## src/hdl/abt_pkg.sv

```systemverilog
`timescale 1ns / 1ps
// ----------------------------------------------------------------------------
// abt_pkg: shared types for the alternating-bit transfer engine
// Event and result transaction structs, event and action codes, register
// indexes.
// ----------------------------------------------------------------------------
package abt_pkg;

  // Register indexes on the configuration port
  localparam logic CFG_TIMEOUT = 1'b0;
  localparam logic CFG_RETRY   = 1'b1;

  localparam logic [15:0] TIMEOUT_RESET = 16'd1000;
  localparam logic [7:0]  RETRY_RESET   = 8'd3;

  // Event kinds
  typedef enum logic [1:0] {
    KIND_TICK = 2'd0,
    KIND_SEND = 2'd1,
    KIND_PKT  = 2'd2
  } kind_t;

  // Arrived packet types
  typedef enum logic [1:0] {
    PKT_ACK  = 2'd0,
    PKT_DATA = 2'd1,
    PKT_FIN  = 2'd2,
    PKT_UNK  = 2'd3
  } pkt_type_t;

  // Result actions
  typedef enum logic [2:0] {
    ACT_NONE    = 3'd0,
    ACT_SEND    = 3'd1,
    ACT_REXMT   = 3'd2,
    ACT_DUP     = 3'd3,
    ACT_DELIVER = 3'd4,
    ACT_CONFIRM = 3'd5,
    ACT_FAIL    = 3'd6,
    ACT_ERROR   = 3'd7
  } action_t;

  // Event transaction
  typedef struct packed {
    logic [1:0] kind;
    logic [1:0] pkt_type;
    logic       pkt_seq;
  } abt_req_t;

  // Result transaction
  typedef struct packed {
    logic [2:0] action;
    logic       seq_bit;
    logic       ack_pending;
    logic       closed;
  } abt_rsp_t;

endpackage

```

## src/hdl/alternating_bit_transfer_fsm.sv

```systemverilog
`timescale 1ns / 1ps
// ----------------------------------------------------------------------------
// alternating_bit_transfer_fsm: stop-and-wait alternating-bit engine
// Takes one event a cycle unless stalled (tick, send request, arrived packet)
// and answers each with one result: the action, its sequence bit and link flags.
// ----------------------------------------------------------------------------
// The block accepts one event transaction per clock while req_stall is low,
// and returns exactly one result transaction per event, in order. An event
// is captured in an input register and resolved against the sender/receiver
// state in a single pass into the result register, so it passes the input
// register and then the result register. Sustained rate is one event per
// cycle while the output is not stalled; the state update of that single
// pass sets it. A two-entry input stage keeps the event side running while a
// result waits; req_stall is driven from a register only. Configuration writes
// take effect at once and are meant to be made while the block is idle.
module alternating_bit_transfer_fsm (
  input  logic              clk,
  input  logic              rst,
  input  logic              cfg_we,
  input  logic              cfg_index,
  input  logic [15:0]       cfg_data,
  input  logic              req_valid,
  output logic              req_stall,
  input  abt_pkg::abt_req_t req,
  output logic              rsp_valid,
  input  logic              rsp_stall,
  output abt_pkg::abt_rsp_t rsp
);

  // Configuration registers
  logic [15:0] timeout_ticks;
  logic [7:0]  retry_limit;

  // Protocol state
  logic        send_bit, send_bit_next;
  logic        awaiting_ack, awaiting_ack_next;
  logic        expect_bit, expect_bit_next;
  logic [15:0] tick_count, tick_count_next;
  logic [7:0]  retry_count, retry_count_next;
  logic        link_closed, link_closed_next;

  // Input stage: main register and skid entry
  abt_pkg::abt_req_t q, skid;
  logic              q_valid, skid_valid;

  logic              accept, advance, consume;
  abt_pkg::abt_rsp_t rsp_next;

  logic [15:0] tick_inc;
  logic [15:0] limit;
  logic        expire;

  // Write configuration registers
  always_ff @(posedge clk) begin
    if (rst) begin
      timeout_ticks <= abt_pkg::TIMEOUT_RESET;
      retry_limit   <= abt_pkg::RETRY_RESET;
    end else if (cfg_we) begin
      unique case (cfg_index)
        abt_pkg::CFG_TIMEOUT: timeout_ticks <= cfg_data;
        abt_pkg::CFG_RETRY:   retry_limit   <= cfg_data[7:0];
        default: ;
      endcase
    end
  end

  // Handshake control
  assign req_stall = skid_valid;
  assign accept    = req_valid && !skid_valid;
  assign advance   = !rsp_valid || !rsp_stall;
  assign consume   = q_valid && advance;

  // Refill the input register from skid or port; park in skid when held
  always_ff @(posedge clk) begin
    if (rst) begin
      q_valid    <= 1'b0;
      skid_valid <= 1'b0;
    end else if (consume || !q_valid) begin
      if (skid_valid) begin
        q_valid    <= 1'b1;
        skid_valid <= 1'b0;
      end else begin
        q_valid <= accept;
      end
    end else if (accept) begin
      skid_valid <= 1'b1;
    end
  end

  always_ff @(posedge clk) begin
    if (consume || !q_valid) begin
      q <= skid_valid ? skid : req;
    end else if (accept) begin
      skid <= req;
    end
  end

  // Timer arithmetic
  assign tick_inc = tick_count + 16'd1;
  assign limit    = (timeout_ticks == 16'd0) ? 16'd1 : timeout_ticks;
  assign expire   = tick_inc >= limit;

  // Resolve the event against the current state
  always_comb begin
    send_bit_next     = send_bit;
    awaiting_ack_next = awaiting_ack;
    expect_bit_next   = expect_bit;
    tick_count_next   = tick_count;
    retry_count_next  = retry_count;
    link_closed_next  = link_closed;
    rsp_next.action   = abt_pkg::ACT_ERROR;
    rsp_next.seq_bit  = 1'b0;

    if (link_closed) begin
      // Closed link: ticks are quiet, everything else is an error
      rsp_next.action = (q.kind == abt_pkg::KIND_TICK) ? abt_pkg::ACT_NONE
                                                      : abt_pkg::ACT_ERROR;
    end else begin
      unique case (q.kind)
        abt_pkg::KIND_TICK: begin
          rsp_next.action = abt_pkg::ACT_NONE;
          if (awaiting_ack) begin
            if (!expire) begin
              tick_count_next = tick_inc;
            end else begin
              tick_count_next = 16'd0;
              if (retry_count >= retry_limit) begin
                awaiting_ack_next = 1'b0;
                link_closed_next  = 1'b1;
                rsp_next.action   = abt_pkg::ACT_FAIL;
              end else begin
                retry_count_next = retry_count + 8'd1;
                rsp_next.action  = abt_pkg::ACT_REXMT;
                rsp_next.seq_bit = send_bit;
              end
            end
          end
        end
        abt_pkg::KIND_SEND: begin
          // A send while waiting is refused
          if (!awaiting_ack) begin
            awaiting_ack_next = 1'b1;
            tick_count_next   = 16'd0;
            retry_count_next  = 8'd0;
            rsp_next.action   = abt_pkg::ACT_SEND;
            rsp_next.seq_bit  = send_bit;
          end
        end
        abt_pkg::KIND_PKT: begin
          unique case (q.pkt_type)
            abt_pkg::PKT_ACK: begin
              // Drop stale or unexpected acknowledgements
              rsp_next.action = abt_pkg::ACT_NONE;
              if (awaiting_ack && (q.pkt_seq == send_bit)) begin
                awaiting_ack_next = 1'b0;
                send_bit_next     = ~send_bit;
                tick_count_next   = 16'd0;
                retry_count_next  = 8'd0;
              end
            end
            abt_pkg::PKT_DATA: begin
              rsp_next.seq_bit = q.pkt_seq;
              if (q.pkt_seq == expect_bit) begin
                expect_bit_next = ~expect_bit;
                rsp_next.action = abt_pkg::ACT_DELIVER;
              end else begin
                rsp_next.action = abt_pkg::ACT_DUP;
              end
            end
            abt_pkg::PKT_FIN: begin
              awaiting_ack_next = 1'b0;
              tick_count_next   = 16'd0;
              retry_count_next  = 8'd0;
              link_closed_next  = 1'b1;
              rsp_next.action   = abt_pkg::ACT_CONFIRM;
            end
            default: rsp_next.action = abt_pkg::ACT_ERROR;
          endcase
        end
        default: rsp_next.action = abt_pkg::ACT_ERROR;
      endcase
    end

    rsp_next.ack_pending = awaiting_ack_next;
    rsp_next.closed      = link_closed_next;
  end

  // Advance state on each consumed event
  always_ff @(posedge clk) begin
    if (rst) begin
      send_bit     <= 1'b0;
      awaiting_ack <= 1'b0;
      expect_bit   <= 1'b0;
      tick_count   <= 16'd0;
      retry_count  <= 8'd0;
      link_closed  <= 1'b0;
    end else if (consume) begin
      send_bit     <= send_bit_next;
      awaiting_ack <= awaiting_ack_next;
      expect_bit   <= expect_bit_next;
      tick_count   <= tick_count_next;
      retry_count  <= retry_count_next;
      link_closed  <= link_closed_next;
    end
  end

  // Result register
  always_ff @(posedge clk) begin
    if (rst) begin
      rsp_valid <= 1'b0;
    end else if (advance) begin
      rsp_valid <= q_valid;
    end
  end

  always_ff @(posedge clk) begin
    if (consume) begin
      rsp <= rsp_next;
    end
  end

  // Checks
  a_skid_needs_main: assert property (@(posedge clk) disable iff (rst)
    skid_valid |-> q_valid)
    else $error("skid entry held without a main entry");

  a_closed_not_pending: assert property (@(posedge clk) disable iff (rst)
    link_closed |-> !awaiting_ack)
    else $error("closed link still awaiting an acknowledgement");

  a_closed_sticks: assert property (@(posedge clk) disable iff (rst)
    link_closed |=> link_closed)
    else $error("closed link reopened");

  a_send_sets_pending: assert property (@(posedge clk) disable iff (rst)
    (consume && (rsp_next.action == abt_pkg::ACT_SEND)) |=> awaiting_ack)
    else $error("send did not start waiting for an acknowledgement");

endmodule

```

## config.mk

```make
export PLATFORM = sky130hd
export DESIGN_NAME = alternating_bit_transfer_fsm
export DESIGN_NICKNAME = d
export VERILOG_FILES = /design/src/hdl/abt_pkg.sv /design/src/hdl/alternating_bit_transfer_fsm.sv
export SDC_FILE = /design/constraint.sdc
export NUM_CORES = 1
export LEC_CHECK = 0
export CORE_UTILIZATION = 45
export CTS_CLUSTER_SIZE = 20
export DETAILED_ROUTE_END_ITERATION = 10
export DONT_BUFFER_PORTS = 1
export PLACE_DENSITY = 0.65
export SLEW_MARGIN = 20
export SYNTH_ARGS = -nofsm -noshare
export SYNTH_HDL_FRONTEND = slang
export SYNTH_SLANG_ARGS = --single-unit
```

## constraint.sdc

```tcl
create_clock -name clk -period 3.54 [get_ports clk]
set_clock_uncertainty 0.1 [all_clocks]
set_input_delay 0.708 -clock clk [delete_from_list [all_inputs] [get_ports clk]]
set_output_delay 0.708 -clock clk [all_outputs]
set_load 0.005 [all_outputs]
```

==> results.tsv, run 1 <==
stage	metric	value	unit
synthesis	synthSimpleGateAreaFrac	20.4	%
route	wl_per_cell	15.0	µm
route	num_vias	3126	
synthesis	synth_fa_ha_area_share	9.45	%
worst_setup_path	cp_max_fo	5	
power	p_sw	0.000415	W
timing	fmax	297	MHz
synthesis	synth_compound_area_share	18.5	%
final_layout	drive_gt1_share	9.58	%
grt	grt.busiest_layer	met2	
power	combPwrFrac	8.1	%
timing	final.min_clock_period	3.37	ns
flow_run	drv_cap	0	
synthesis	yosys_warnings	0	
worst_setup_path	crit_chain	and4_1, nand4_1, nor2_2, nand3_1, xnor2_1, ha_1, a21oi_1, o21ba_2, nand3_1, a21oi_2, nor3_2, or3_1	
synthesis	synth-xor-area-share	3.75	%
timing	tns	0	ns
timing	slew_headroom	48.3	%
die	dieArea	0.00921	mm²
route	detail_route.iter0.violations	113	
worst_setup_path	slowest_delay	0.40	ns
timing	finalSetupViolCount	0	
power	seqPwrFrac	51.8	%
synthesis	synth.area.top_cells	dfxtp_1 (28%), edfxtp_1 (12%), ha_1 (9.4%)	
grt	grt_usage	19.4	%
synthesis	postSynthCellCount	446	
final_layout	area_delta_synth_final	8.09	%
die	num_rows	33	
cts	cts_tree	done	
synthesis	synth_nets	503	
timing	worstMarginPinSlew	0.774	ns
worst_setup_path	crit_path_frequent_cell	nand3_1	
synthesis	yosysSeqAreaShare	39.8	%
cts	cts.sinks	71	
grt	antenna_found_initial	0	
synthesis	synth-seq-cells	71	
placement	dp_hpwl	6.19	mm
worst_setup_path	endpoint_kind	flop	
power	ir_worst_vdd	225	µV
power	switching_share	24.6	%
route	wirelength	8.32	mm
route	ant_nets	0	
synthesis	muxShareOfSynthArea	2.68	%
placement	portBuffers	0	
synthesis	synth_edf_count	16	
die	io_pins	35	
worst_setup_path	required	3.54	ns
worst_setup_path	slowest_stage	dfxtp_1	
timing	min_period_over_period	95.1	%
power	powerDensity	393	mW/mm²
synthesis	synth_cell_types	60	
synthesis	synth.avg_cell_area	8.91	µm²
worst_setup_path	crit_buf_inv	0	
route	drcViolationCount	0	
cts	htree_num_levels	3	
timing	final_max_slew_viol_count	0	
grt	grt_overflow	0	
final_layout	fin_nets	501	
die	die_y	96.0	µm
route	viasPerCell	5.64	
timing	hold_slack	0.324	ns
grt	use_met2	30.0	%
synthesis	yosys.area.top_type	dfxtp_1	
grt	grtUsageMet3	3.08	%
die	core-area	0.00838	mm²
cts	numCtsBuffers	9	
grt	grt_pass1_wl	13.5	mm
synthesis	synth_async_sr_flop_share	0	%
final_layout	n_antenna_cell	0	
worst_setup_path	critPathLaunchType	flop	
synthesis	synth_top_area_share	27.7	%
route	drt_pass1_iterations	4	
timing	finalHoldViolations	0	
grt	grtUsageMet1	26.9	%
power	power_frac_clock	40.1	%
final_layout	fillers	797	
cts	clk_pin_slew	0.08	ns
die	initial_core_util	47.4	%
power	p_int	0.00127	W
timing	rsz0062_at_grt	true	
cts	cts.path.max_buffers	2	
grt	first_global_vias	2882	
synthesis	synth_top_family_by_area	simple AND/OR/NAND/NOR gates	
cts	cts-root-buf	clkbuf_8	
synthesis	synth_area	0.00397	mm²
die	die_x	96.0	µm
worst_setup_path	critPathTopFamily	simple AND/OR/NAND/NOR gates	
worst_setup_path	path_class	reg2reg	
placement	place_congestion	0.865	
synthesis	synth-main-ff-cell	dfxtp_1	
power	p_leak	1.69	nW
grt	grt_max_degree	42	
worst_setup_path	cp.arrival	3.36	ns
cts	hold_buffers	0	
hold_path	hold_class	in2reg	
outcome	outcome	finished clean	
cts	clock_latency	0.35	ns
## timing repair
item                       in CTS  in global routing
setup endpoints to repair       0                 25
buffers inserted                0                  1
gates resized for setup         0                  7
## per-layer routing
metal  up-vias  part of all wire [%]
li1       1608                     -
met1      1449                    49
met2        59                    45
met3        10                   4.0
met4         0                   1.7
met5         -                     0
## logic make-up after synthesis
kind of cell | count (synthesis)
and+or+nand+nor | 165
adders and majority gates | 30
AOI/OAI and AO/OA | 100
muxes | 10
DFF | 71
buffers and inverters | 53
xor gates and xnor gates | 17
## flip-flops by register name, summed over array words and instances, names as in the netlist, 5 cells and up
name	count
tick_count	16
timeout_ticks	16
retry_limit	8
q	5
rsp	6
skid	5
retry_count	8
## synthesized netlist by cell type, types with 3 or more instances
master / count
edfxtp_1: 16
nor4_1: 5
mux2i_1: 5
a31oi_1: 8
a21o_1: 5
mux2_2: 5
nand4_1: 9
xor2_1: 7
ha_1: 30
o211ai_1: 8
nand2b_1: 3
nand3_1: 25
nor3_1: 9
clkbuf_1: 12
inv_1: 34
nand2_1: 64
a32oi_1: 5
nor3b_1: 3
nor2b_1: 5
and3_1: 4
o21ai_0: 9
xnor2_1: 10
a22o_1: 3
a21oi_1: 28
a211oi_1: 3
o21a_1: 3
nor2_1: 23
and2_1: 3
dfxtp_1: 55
a32o_1: 5
## layout make-up
| class | count | area (µm²) | area share, % |
|---|---|---|---|
| multi-input combinational | 322 | 2200 | 51.2 |
| sequential | 71 | 1580 | 36.8 |
| timing repair buffer | 6 | 45.0 | 1.05 |
| inverter | 34 | 128 | 2.97 |
| tap | 105 | 131 | 3.06 |
| clock inverter | 5 | 56.3 | 1.31 |
| clock buffer | 11 | 153 | 3.55 |
## through the flow
step / setup slack (ns) / std cells / util [%] / power (W) / instance area [µm²]
2_1_floorplan: 0.458 / 446 / - / 0.00100 / 3970
3_3_place_gp: 0.225 / 537 / 48.4 / 0.00102 / 4050
3_5_place_dp: 0.142 / 537 / 48.4 / 0.00103 / 4050
4_1_cts: 0.113 / 553 / 50.8 / 0.00169 / 4260
5_1_grt: -0.00229 / 554 / 51.2 / 0.00175 / 4300
6_report: 0.174 / 554 / 51.2 / 0.00169 / 4300
## power by group through the flow
stage	Sequential, W	Clock, W	Combinational [W]
after CTS	0.000875	0.000684	0.000135
after floorplan	0.000885	0	0.000117
final	0.000875	0.000677	0.000136
after detailed placement	0.000894	0	0.000134
after global placement	0.000893	0	0.000131
after global routing	0.000878	0.000720	0.000153
## cell usage in the layout (no fill, tap or decap), types with 3 or more instances in the layout
| master | instances |
|---|---|
| nand2_1 | 64 |
| a21oi_1 | 28 |
| o21ai_0 | 9 |
| ha_1 | 30 |
| a32o_1 | 5 |
| nand2b_1 | 3 |
| dfxtp_1 | 54 |
| inv_1 | 34 |
| nor4_1 | 4 |
| xor2_1 | 6 |
| clkbuf_8 | 9 |
| nand4_1 | 9 |
| a31oi_1 | 8 |
| buf_4 | 6 |
| nand3_1 | 25 |
| and3_1 | 4 |
| edfxtp_1 | 16 |
| nor2b_1 | 5 |
| a22o_1 | 3 |
| a211oi_1 | 3 |
| nor2_1 | 21 |
| a21o_1 | 5 |
| a32oi_1 | 5 |
| xnor2_1 | 10 |
| o21a_1 | 3 |
| and2_1 | 3 |
| o211ai_1 | 8 |
| mux2i_1 | 5 |
| mux2_2 | 5 |
| nor3b_1 | 3 |
| nor3_1 | 8 |
## worst reg2reg max path, cell delays in order (launching register included)
cell     delay, ns
dfxtp_1       0.40
and4_1        0.27
nand4_1       0.23
nor2_2        0.23
nand3_1       0.13
xnor2_1       0.25
ha_1          0.31
a21oi_1       0.20
o21ba_2       0.16
nand3_1       0.09
a21oi_2       0.29
nor3_2        0.11
or3_1         0.35
## worst paths after layout
kind	depth (start not counted)	endpoint	start	slack [ns]
worst max register to register	12	rsp[0]	tick_count[3]	0.17
worst min-delay path	1	retry_limit[6]	rst	0.32
worst min register to register	2	retry_limit[6]	retry_limit[6]	0.35
worst max-delay path	12	rsp[0]	tick_count[3]	0.17
No activity file was read; power rests on OpenSTA's default activity.
==> run 2: changes to the inputs <==
--- a/config.mk
+++ b/config.mk
@@ -5,11 +5,13 @@
 export SDC_FILE = /design/constraint.sdc
 export NUM_CORES = 1
 export LEC_CHECK = 0
+export CELL_PAD_IN_SITES_DETAIL_PLACEMENT = 1
+export CELL_PAD_IN_SITES_GLOBAL_PLACEMENT = 1
 export CORE_UTILIZATION = 45
 export CTS_CLUSTER_SIZE = 20
 export DETAILED_ROUTE_END_ITERATION = 10
 export DONT_BUFFER_PORTS = 1
-export PLACE_DENSITY = 0.65
+export PLACE_DENSITY = 0.79
 export SLEW_MARGIN = 20
 export SYNTH_ARGS = -nofsm -noshare
 export SYNTH_HDL_FRONTEND = slang
==> results.tsv, run 2 (synthesis results as in run 1) <==
stage	metric	value	unit
power	p_leak	1.71	nW
final_layout	n_antenna_cell	0	
timing	final.min_clock_period	3.37	ns
cts	clock_latency	0.36	ns
final_layout	multi_input_area	0.00222	mm²
hold_path	hold_class	in2reg	
worst_setup_path	cp_max_fo	6	
final_layout	area_delta_synth_final	9.41	%
timing	fmax	297	MHz
cts	clk_pin_slew	0.09	ns
route	wirelength	10.2	mm
placement	portBuffers	0	
timing	slew_headroom	50.4	%
worst_setup_path	slowest_stage	dfxtp_1	
route	detail_route.iter0.violations	167	
timing	min_period_over_period	95.2	%
flow_run	drv_cap	0	
grt	grt_overflow	0	
route	drt_pass1_iterations	5	
worst_setup_path	required	3.54	ns
die	die_x	96.0	µm
grt	grt_max_degree	42	
grt	grt_pass1_wl	16.8	mm
final_layout	final_common_cell	nand2_1	
timing	worstMarginPinSlew	0.742	ns
grt	first_global_vias	3443	
cts	htree_num_levels	3	
final_layout	register_area	0.00158	mm²
worst_setup_path	crit_chain	and4_2, nand4_1, nor2_1, and3_1, xor2_1, ha_1, nand2_1, a2bb2oi_1, nand3_1, a21oi_4, nor3_2, or3_1	
power	p_int	0.00128	W
worst_setup_path	r2r_slack	0.17	ns
die	num_rows	33	
cts	cts-root-buf	clkbuf_8	
final_layout	largestRegisters	tick_count: 16 flops, timeout_ticks: 16 flops	
route	drcViolationCount	0	
power	combPwrFrac	8.5	%
grt	antenna_found_initial	0	
die	dieArea	0.00921	mm²
route	viasPerCell	5.99	
timing	finalSetupViolCount	0	
timing	finalHoldViolations	0	
worst_setup_path	endpoint_kind	flop	
power	ir_worst_vdd	172	µV
worst_setup_path	critPathLaunchType	flop	
grt	grt_usage	24.0	%
cts	numCtsBuffers	9	
power	power_frac_clock	41.3	%
worst_setup_path	slowest_delay	0.41	ns
die	core-area	0.00838	mm²
timing	worst_slack	0.169	ns
placement	place_congestion	0.810	
die	initial_core_util	47.4	%
timing	hold_slack	0.310	ns
outcome	outcome	finished clean	
power	seqPwrFrac	50.3	%
timing	tns	0	ns
final_layout	drive_gt1_share	10.8	%
die	die_y	96.0	µm
placement	dp_hpwl	7.43	mm
power	powerDensity	400	mW/mm²
power	p_sw	0.000458	W
final_layout	fin_nets	504	
timing	final_max_slew_viol_count	0	
worst_setup_path	crit_buf_inv	0	
worst_setup_path	cp.arrival	3.37	ns
cts	cts_tree	done	
cts	cts.sinks	71	
die	io_pins	35	
power	fin_total_pwr	0.00174	W
final_layout	postLayoutCoreUtil	51.9	%
route	wl_per_cell	18.4	µm
route	ant_nets	0	
power	switching_share	26.3	%
worst_setup_path	critPathTopFamily	simple AND/OR/NAND/NOR gates	
final_layout	fillers	1023	
cts	cts.path.max_buffers	2	
placement	pre_cts_ws	0.0433	ns
route	num_vias	3336	
final_layout	layout_common_cells	nand2_1 (64), dfxtp_1 (54), inv_1 (34)	
worst_setup_path	path_class	reg2reg	
==> run 2: cell count changes in the layout (fill, tap and decap cells not counted), sizes merged <==
cell	delta
buf	+3
clkinv	-3
clkinvlp	+1
inv	+2
==> run 2: worst paths after layout <==
kind                  startpoint             end  depth (start not counted)
hold reg to reg   retry_limit[4]  retry_limit[4]                          2
setup reg to reg   tick_count[3]          rsp[0]                         12
setup / recovery   tick_count[3]          rsp[0]                         12
hold / removal               rst  retry_limit[6]                          1
==> run 2: per-layer routing <==
metal	wire length (µm)	up-vias	global-route usage, %
met5	0	-	0
met4	169	0	8.58
met3	286	17	3.40
met2	5120	65	40.8
met1	4660	1643	30.9
li1	-	1611	-
==> run 2: area by class of cell <==
class | instances | share of cell area (%)
multi-input combinational | 322 | 51.1
sequential | 71 | 36.4
clock buffer | 11 | 3.51
tap | 105 | 3.02
inverter | 34 | 2.94
timing repair buffer | 9 | 1.55
clock inverter | 5 | 1.44
==> run 2: what timing repair did <==
| item | CTS | global route |
|---|---|---|
| pin swaps | 0 | 1 |
| gates resized for setup | 1 | 11 |
| setup buffers | 0 | 1 |
| hold buffers | 0 | 0 |
| setup endpoints to repair | 1 | 23 |
| hold endpoints to repair | 0 | 0 |
==> run 2: per-stage QoR <==
stage	instance area, µm²	std cells
after floorplan	3970	446
after global placement	4080	540
after detailed placement	4080	540
after CTS	4290	556
after global routing	4350	557
final	4350	557
==> run 2: power by group through the flow <==
stage          sequential, W  clock, W  combinational (W)
2_1_floorplan       0.000885         0           0.000117
3_3_place_gp        0.000892         0           0.000134
5_1_grt             0.000879  0.000757           0.000164
6_report            0.000875  0.000718           0.000148
3_5_place_dp        0.000894         0           0.000141
4_1_cts             0.000875  0.000724           0.000142
==> run 3: changes to the inputs <==
--- a/config.mk
+++ b/config.mk
@@ -5,13 +5,14 @@
 export SDC_FILE = /design/constraint.sdc
 export NUM_CORES = 1
 export LEC_CHECK = 0
+export ABC_AREA = 1
 export CELL_PAD_IN_SITES_DETAIL_PLACEMENT = 1
 export CELL_PAD_IN_SITES_GLOBAL_PLACEMENT = 1
 export CORE_UTILIZATION = 45
 export CTS_CLUSTER_SIZE = 20
 export DETAILED_ROUTE_END_ITERATION = 10
 export DONT_BUFFER_PORTS = 1
-export PLACE_DENSITY = 0.79
+export PLACE_DENSITY = 0.81
 export SLEW_MARGIN = 20
 export SYNTH_ARGS = -nofsm -noshare
 export SYNTH_HDL_FRONTEND = slang
==> results.tsv, run 3 <==
stage	metric	value	unit
route	ant_nets	0	
final_layout	fillers	1064	
final_layout	multi_input_area	0.00204	mm²
synthesis	synth.avg_cell_area	7.90	µm²
final_layout	layout_common_cells	nand2_1 (107), inv_1 (66), dfxtp_1 (55)	
synthesis	synth_cell_types	38	
synthesis	yosys.area.top_type	dfxtp_1	
flow_run	drv_cap	0	
die	initial_core_util	47.4	%
synthesis	synth-seq-cells	71	
route	detail_route.iter0.violations	101	
power	fin_total_pwr	0.00174	W
final_layout	largestRegisters	tick_count: 16 flops, timeout_ticks: 16 flops	
synthesis	synth.area.top_cells	dfxtp_1 (28%), edfxtp_1 (12%), nand2_1 (10%)	
timing	min_period_over_period	91.5	%
synthesis	synth_edf_count	16	
cts	postCtsResizedCells	0	
timing	fmax	309	MHz
grt	antenna_found_initial	0	
worst_setup_path	critPathTopFamily	simple AND/OR/NAND/NOR gates	
timing	final.min_clock_period	3.24	ns
cts	cts.sinks	71	
die	dieArea	0.00916	mm²
power	powerDensity	411	mW/mm²
worst_setup_path	slowest_delay	0.41	ns
power	ir_worst_vdd	191	µV
timing	finalHoldViolations	0	
cts	hold_buffers	0	
cts	cts.path.max_buffers	2	
synthesis	synth_async_sr_flop_share	0	%
grt	grt_pass1_wl	16.5	mm
synthesis	synth_area	0.00395	mm²
route	num_vias	3326	
synthesis	yosys.cell_count.top_type	nand2_1	
die	die_y	95.7	µm
grt	grt_overflow	0	
power	p_leak	1.87	nW
grt	first_global_vias	3484	
worst_setup_path	crit_buf_inv	2	
route	drcViolationCount	0	
synthesis	yosysSeqAreaShare	40.0	%
final_layout	fin_nets	556	
die	num_rows	33	
worst_setup_path	cp.arrival	3.38	ns
final_layout	n_antenna_cell	0	
worst_setup_path	path_class	reg2reg	
route	drt_pass1_iterations	4	
cts	htree_num_levels	3	
worst_setup_path	cp_max_fo	15	
placement	dp_hpwl	7.65	mm
timing	tns	0	ns
placement	pre_cts_ws	0.356	ns
cts	cts-root-buf	clkbuf_8	
placement	place_congestion	0.843	
route	wl_per_cell	16.5	µm
worst_setup_path	endpoint_kind	flop	
timing	final_max_slew_viol_count	0	
final_layout	stdcell_count	609	
timing	slew_headroom	38.6	%
synthesis	synth_top_area_share	27.9	%
timing	worst_slack	0.301	ns
synthesis	yosys_warnings	0	
route	wirelength	10.1	mm
synthesis	synth_nets	557	
cts	post_cts_buffers	0	
synthesis	synth-main-ff-cell	dfxtp_1	
worst_setup_path	slowest_stage	dfxtp_1	
cts	cts_tree	done	
timing	worstMarginPinSlew	0.920	ns
route	viasPerCell	5.46	
worst_setup_path	critPathLaunchType	flop	
hold_path	hold_class	in2reg	
synthesis	synthTopCellsByCount	nand2_1 (107), inv_1 (66), dfxtp_1 (55)	
die	io_pins	35	
die	die_x	95.7	µm
worst_setup_path	required	3.68	ns
timing	rsz0062_at_grt	false	
worst_setup_path	crit_chain	ha_1, nand3_1, nand3b_4, nor3_2, nand3_1, xnor2_1, ha_1, a21oi_1, o21ai_0, nor2_1, nand2_1, inv_1, nand2_2, clkinv_2, nand2_1, a21oi_1	
cts	clock_latency	0.36	ns
cts	clk_pin_slew	0.08	ns
synthesis	postSynthCellCount	500	
die	core-area	0.00834	mm²
timing	finalSetupViolCount	0	
placement	placed_cells	593	
final_layout	final_common_cell	nand2_1	
cts	numCtsBuffers	9	
grt	grt_usage	24.1	%
grt	grt_max_degree	32	
final_layout	register_area	0.00158	mm²
outcome	outcome	finished clean	
final_layout	drive_gt1_share	9.33	%
placement	portBuffers	0	
final_layout	area_delta_synth_final	7.16	%
## run 3: cell type report
cell class,count,share of cell area (%)
clock buffer,10,3.01
sequential,71,37.4
multi-input combinational,347,48.3
clock inverter,6,2.01
inverter,70,6.24
tap,105,3.10
## run 3: path summary, 6_finish.rpt
kind                                     start             end  slack (ns)  depth (start not counted)
worst min-delay path                       rst   tick_count[9]        0.31                          1
worst max register to register   tick_count[0]   tick_count[4]        0.30                         16
worst max-delay path             tick_count[0]   tick_count[4]        0.30                         16
worst min register to register  retry_limit[2]  retry_limit[2]        0.38                          2
## run 3: kinds of logic after synthesis
family	Yosys count	share of synthesized area, %
adder cells (fa/ha/maj)	30	9.50
XOR/XNOR	20	4.43
AO/OA/AOI/OAI	100	15.1
buffers and inverters	82	8.23
AND/OR/NAND/NOR	197	22.7
flip-flops	71	40.0
## run 3: metrics by stage
stage               hold slack [ns]  util [%]  instance area (µm²)
floorplan                     0.329         -                 3950
global placement              0.355      48.2                 4020
detailed placement            0.365      48.2                 4020
CTS                           0.301      50.8                 4230
global route                  0.293      50.8                 4230
finish                        0.313      50.8                 4230
## run 3: routing by layer
layer / GRT usage (%) / up-vias / part of all wire [%]
met2: 44.1 / 35 / 51
met3: 5.61 / 10 / 2.6
met1: 28.2 / 1630 / 45
met5: 0 / - / 0
met4: 6.22 / 0 / 1.3
li1: - / 1651 / -
## run 3: report_power, final
group	leakage [nW]	internal [W]	total, W	switching [W]
Clock	0.104	0.000395	0.000717	0.000322
Sequential	0.604	0.000858	0.000875	0.0000164
Combinational	1.16	0.0000467	0.000148	0.000102
## run 3: worst reg2reg max path, delay by kind of cell (launching register included)
| family | cells | cell delay (ns) |
|---|---|---|
| compound gates | 3 | 0.38 |
| xor+xnor | 1 | 0.28 |
| fa+ha+maj | 2 | 0.42 |
| buf+inv | 2 | 0.34 |
| flops | 1 | 0.41 |
| simple gates | 8 | 1.20 |
